`config.mk`:
```
export PLATFORM = sky130hd
export DESIGN_NAME = tcp_ct_cell
export DESIGN_NICKNAME = d
export VERILOG_FILES = /design/src/rtl/tcp_ct_pkg.sv /design/src/rtl/tcp_ct_cell.sv
export SDC_FILE = /design/constraint.sdc
export NUM_CORES = 1
export LEC_CHECK = 0
export ABC_CLOCK_PERIOD_IN_PS = 5200
export BUFFER_PORTS_ARGS = -buffer_cell sky130_fd_sc_hd__clkbuf_2
export CAP_MARGIN = 0
export CORE_ASPECT_RATIO = 1.5
export CORE_MARGIN = 4
export CORE_UTILIZATION = 48
export DETAILED_ROUTE_END_ITERATION = 8
export PLACE_DENSITY = 0.85
export SETUP_SLACK_MARGIN = 0.5
export SKIP_LAST_GASP = 1
export SLEW_MARGIN = 20
export SYNTH_ARGS = -nofsm -noshare
export SYNTH_HDL_FRONTEND = slang
export SYNTH_SLANG_ARGS = --single-unit
```
`constraint.sdc`:
```
create_clock -name clk -period 5.2 [get_ports clk]
set_clock_uncertainty 0.2 [all_clocks]
set_input_delay 1.04 -clock clk [delete_from_list [all_inputs] [get_ports clk]]
set_output_delay 1.04 -clock clk [all_outputs]
set_load 0.05 [all_outputs]
```
`src/rtl/tcp_ct_pkg.sv`:
```
`timescale 1ns / 1ps
package tcp_ct_pkg;
	localparam int TABLE_ENTRIES_DEF = 64;
	localparam int IDX_W = 10;

	localparam logic [2:0] REQ_LOOKUP   = 3'd0;
	localparam logic [2:0] REQ_ALLOCATE = 3'd1;
	localparam logic [2:0] REQ_BIND     = 3'd2;
	localparam logic [2:0] REQ_LISTEN   = 3'd3;
	localparam logic [2:0] REQ_SET      = 3'd4;
	localparam logic [2:0] REQ_RELEASE  = 3'd5;

	localparam logic [2:0] RES_OK          = 3'd0;
	localparam logic [2:0] RES_NOT_FOUND   = 3'd1;
	localparam logic [2:0] RES_BAD_PARAM   = 3'd2;
	localparam logic [2:0] RES_PORT_USED   = 3'd3;
	localparam logic [2:0] RES_WRONG_STATE = 3'd4;

	localparam logic [1:0] KIND_NONE   = 2'd0;
	localparam logic [1:0] KIND_EXACT  = 2'd1;
	localparam logic [1:0] KIND_LISTEN = 2'd2;

	localparam logic [3:0] ST_FREE   = 4'd0;
	localparam logic [3:0] ST_CLOSED = 4'd1;
	localparam logic [3:0] ST_LISTEN = 4'd2;
	localparam logic [3:0] ST_MAX    = 4'd9;

	typedef struct packed {
		logic [2:0]  req_type;
		logic [5:0]  slot;
		logic [31:0] peer_addr;
		logic [15:0] peer_port;
		logic [15:0] own_port;
		logic [3:0]  new_conn_state;
	} req_t;

	typedef struct packed {
		logic             exact_hit;
		logic [IDX_W-1:0] exact_idx;
		logic [3:0]       exact_state;
		logic             listen_hit;
		logic [IDX_W-1:0] listen_idx;
		logic             port_used;
		logic             free_hit;
		logic [IDX_W-1:0] free_idx;
		logic [3:0]       slot_state;
		logic             slot_port_zero;
	} acc_t;

	typedef struct packed {
		logic             en;
		logic [IDX_W-1:0] idx;
		logic             st_en;
		logic [3:0]       st;
		logic             port_en;
		logic [15:0]      port;
		logic             peer_en;
		logic [31:0]      addr;
		logic [15:0]      rport;
	} wr_t;
endpackage

```
`src/rtl/tcp_ct_cell.sv`:
```
`timescale 1ns / 1ps
module tcp_ct_cell import tcp_ct_pkg::*; #(
	parameter int INDEX = 0
) (
	input  logic clk,
	input  logic arst_n,
	input  req_t req,
	input  logic tok_in,
	input  acc_t acc_in,
	input  wr_t  wr,
	output logic tok_out,
	output acc_t acc_out
);
	localparam logic [IDX_W-1:0] MY_IDX = IDX_W'(INDEX);

	logic [3:0]  st_q;
	logic [15:0] lp_q;
	logic [31:0] ra_q;
	logic [15:0] rp_q;
	logic        tok_q;
	acc_t        acc_q;
	acc_t        acc_nx;
	logic        live;
	logic        lpm;
	logic        hit_me;

	assign hit_me = wr.en && (wr.idx == MY_IDX);

	always_ff @(posedge clk or negedge arst_n) begin
		if (!arst_n) begin
			st_q  <= ST_FREE;
			tok_q <= 1'b0;
		end else begin
			tok_q <= tok_in;
			if (hit_me && wr.st_en) begin
				st_q <= wr.st;
			end
		end
	end

	always_ff @(posedge clk) begin
		if (hit_me && wr.port_en) begin
			lp_q <= wr.port;
		end
		if (hit_me && wr.peer_en) begin
			ra_q <= wr.addr;
			rp_q <= wr.rport;
		end
		if (tok_in) begin
			acc_q <= acc_nx;
		end
	end

	assign live = (st_q != ST_FREE);
	assign lpm  = (lp_q == req.own_port);

	always_comb begin
		acc_nx = acc_in;
		if (!acc_in.exact_hit && live && lpm) begin
			if (ra_q == req.peer_addr && rp_q == req.peer_port) begin
				acc_nx.exact_hit   = 1'b1;
				acc_nx.exact_idx   = MY_IDX;
				acc_nx.exact_state = st_q;
			end else if (st_q == ST_LISTEN) begin
				acc_nx.listen_hit = 1'b1;
				acc_nx.listen_idx = MY_IDX;
			end
		end
		if (live && lpm && ({4'b0, req.slot} != MY_IDX)) begin
			acc_nx.port_used = 1'b1;
		end
		if (!acc_in.free_hit && !live) begin
			acc_nx.free_hit = 1'b1;
			acc_nx.free_idx = MY_IDX;
		end
		if ({4'b0, req.slot} == MY_IDX) begin
			acc_nx.slot_state     = st_q;
			acc_nx.slot_port_zero = (lp_q == 16'd0);
		end
	end

	assign tok_out = tok_q;
	assign acc_out = acc_q;
endmodule

```
==> run metrics <==
number of buffers added by the clock tree synthesis step 9; effective utilization at floorplan 49.1%; via density per instance 4.94; run status completed; number of buffers on the longest clock path 2; total detailed-routing wirelength 10900 um; cell with the biggest individual delay on the critical path sky130_fd_sc_hd__nor2_4; Clock Pin Slew Worst Setup and Hold Paths 0.07 ns; Worst Setup Path Type in2reg; fin area about 0.0062 sq mm; Pint 0.00148 W; final critical delay including setup and external delays 3.01 ns; synthesized netlist cell count 271; power density over cell area between 300 and 400 mW/mm^2; hold-fix buffer count after cts 0; Data required, critical path 5.04 ns; buffer and inverter count on the worst path 2; Worst path max stage delay about 0.6 ns; antenna diode instance count 0; worst-case headroom to the max-slew limit between 20% and 30%; number of antenna violations at the first check in global routing 0; post-route DRC violation count 0; path category of the worst min-delay check in2async; number of endpoints failing setup at the final stage 0; capturing element type of the critical path register; vias in the first global route 3477; Slew @ Worst Pin 1.06 ns; Final Wtd Congestion 0.872; Root Buffer sky130_fd_sc_hd__clkbuf_16; kind of cell with the highest combined delay on the critical path simple AND/OR/NAND/NOR gates; Placeable Area 0.00925 sq mm; crit path max fanout 25; number of distinct standard cells referenced by the synthesized netlist 25; Worst Path Arrival 2.85 ns; total via count after detailed routing 3159; global-route total usage across every layer 19.7%; # Max-Cap Violations 0; TritonCTS clock tree done; hpwl dp around 9000 um; drt initial violations 110; number of nets with antenna violations after detailed routing 0; Yosys warning total 0; first-pass GRT wire length 16200 um; setup bufs post-CTS 0; routed len/inst 17.1 um; Flop pwr share a little over half; netlist area before placement between 0.004 and 0.005 sq mm; floorplan row count 43; power spent charging and discharging nets around 0.00044 W; total congestion overflow after global routing 0; pins over their slew limit 0; flops & latches, synth 112; Resized Gates After CTS 0; FMAX around 330 MHz; RSZ-0062 raised after global routing no; port buffer count 241; instance area after placement 0.00592 sq mm; later-pin clock latency in the skew report ~0.34 ns; mean cell area of the mapped netlist around 17 sq um; synthesized net count ~480; chip width between 80 and 90 um; worst vdd rail ir drop roughly 240 uV; startpoint kind of the worst setup timing path primary input; series of cell instances along the critical path clkbuf_2 > nor4b_1 > nand3_1 > nor2_4 > buf_16; share of the clock period used by the worst path after layout 57.9%; count of pins on the block boundary around 250; standby leakage power 2.67 nW; sequential share of the synthesized area 73.5%; die area approximately 0.011 sq mm; fraction of final layout cells with drive strength greater than 1 52.0%; setup total negative slack 0 ns; area overhead of the layout relative to synthesis 36.6%; switching share of total power 23.1%; pin count of the biggest net entering global routing 45; CTS HTree Levels 3; combinational fraction of design power 12.2%; vertical die dimension about 130 um; clock sink count 112; Clock power frac 34.5%; Final Hold Viols 0; Final Net Count 727; Pre-Repair DR Iteration Count 4
## synth_stat cells, drive strengths merged
cell	n	area [sq um]
nor2	3	11.3
dfrtp	5	125
nor4b	1	8.76
nand4b	1	8.76
or2	1	6.26
o21ai	1	5.00
mux2	12	135
xnor2	4	35.0
nand4	6	37.5
xor2	60	526
nand3	2	10.0
and2b	2	15.0
nor3	4	25.0
nor2b	9	56.3
inv	2	7.51
nand2b	2	12.5
edfxtp	107	3210
buf	2	10.0
nand2	3	13.8
nor4	23	150
a21o	1	7.51
and2	20	125
## power groups by stage
stage | registers [W] | logic, W | clock network (W)
after floorplan | 0.00113 | 0.0000334 | 0
after CTS | 0.00102 | 0.000236 | 0.000681
after global placement | 0.00104 | 0.000228 | 0
final | 0.00102 | 0.000234 | 0.000662
after global routing | 0.00103 | 0.000250 | 0.000717
after detailed placement | 0.00104 | 0.000235 | 0
## layer usage
metal / vias to the layer above / share of wire [%] / GRT usage (%)
met5: - / 0 / 0
met4: 0 / 3.0 / 8.40
met3: 25 / 8.0 / 6.00
met2: 150 / 57 / 36.9
met1: 1472 / 32 / 19.2
li1: 1512 / - / -
## final cells by class
| cell class | instances | area (sq um) |
|---|---|---|
| clock inverters | 6 | 60.1 |
| inverters | 2 | 7.51 |
| multi-input cells | 155 | 1200 |
| repair buffers | 242 | 1230 |
| flip-flops and latches | 112 | 3340 |
| fillers | 656 | 3050 |
| clock buffers | 10 | 229 |
| well taps | 112 | 140 |
## final timing paths
path                          start           to  slack [ns]  cells after the start
setup / recovery             wr[73]      rp_q[2]        2.19                      5
setup reg to reg           lp_q[13]  acc_out[26]        2.68                      6
min in group clk            st_q[2]      st_q[2]        0.42                      1
hold / removal               arst_n      tok_out        0.31                      1
max in group asynchronous    arst_n      st_q[2]        4.34                      1
hold reg to reg             st_q[2]      st_q[2]        0.42                      1
## worst reg2reg max path: stages, from the launching register on
cell and delay (ns):
sky130_fd_sc_hd__edfxtp_1 0.41, sky130_fd_sc_hd__xor2_1 0.16, sky130_fd_sc_hd__nor4_1 0.29, sky130_fd_sc_hd__nand3_1 0.16, sky130_fd_sc_hd__nor4_2 0.33, sky130_fd_sc_hd__nand4b_1 0.41, sky130_fd_sc_hd__and2_1 0.31
## metrics by stage
stage	setup slack [ns]	instances	hold slack, ns	util (%)	total power [W]
final	2.19	639	0.314	67.1	0.00192
after global routing	2.10	639	0.302	67.1	0.00199
after floorplan	0.980	271	0.340	-	0.00116
after CTS	2.00	639	0.303	67.0	0.00194
after detailed placement	1.65	623	0.403	63.9	0.00128
after global placement	1.83	622	0.414	63.6	0.00127
## layout by cell type (no fill, tap or decap), types with 2 or more instances in the layout
cell / synthesis / final
sky130_fd_sc_hd__clkbuf_2: 0 / 241
sky130_fd_sc_hd__edfxtp_1: 107 / 107
sky130_fd_sc_hd__xor2_1: 60 / 60
sky130_fd_sc_hd__nor4_1: 22 / 22
sky130_fd_sc_hd__and2_1: 20 / 20
sky130_fd_sc_hd__mux2_2: 12 / 12
sky130_fd_sc_hd__nor2b_1: 9 / 9
sky130_fd_sc_hd__clkbuf_16: 0 / 9
sky130_fd_sc_hd__nand4_1: 6 / 6
sky130_fd_sc_hd__dfrtp_1: 5 / 5
sky130_fd_sc_hd__xnor2_1: 4 / 4
sky130_fd_sc_hd__nor3_1: 3 / 3
sky130_fd_sc_hd__nand3_1: 2 / 2
sky130_fd_sc_hd__nand2b_1: 2 / 2
sky130_fd_sc_hd__nand2_1: 2 / 2
sky130_fd_sc_hd__inv_1: 2 / 2
sky130_fd_sc_hd__and2b_1: 2 / 2
sky130_fd_sc_hd__clkinv_2: 0 / 2
## cell families (layout without fill, tap and decap cells)
logic type / Yosys count / in the layout / synth area share (%)
flip-flops: 112 / 112 / 73.5
AND/OR/NAND/NOR: 77 / 77 / 10.6
XOR/XNOR: 64 / 64 / 12.3
multiplexers: 12 / 12 / 2.97
buffers and inverters: 4 / 260 / 0.386
AO/OA/AOI/OAI: 2 / 2 / 0.275
## registers in the layout (all words and copies together) (netlist names)
name,cells
acc_out,43
ra_q,32
lp_q,16
rp_q,16
st_q,4
tok_out,1
No activity file was read; power rests on OpenSTA's default activity.
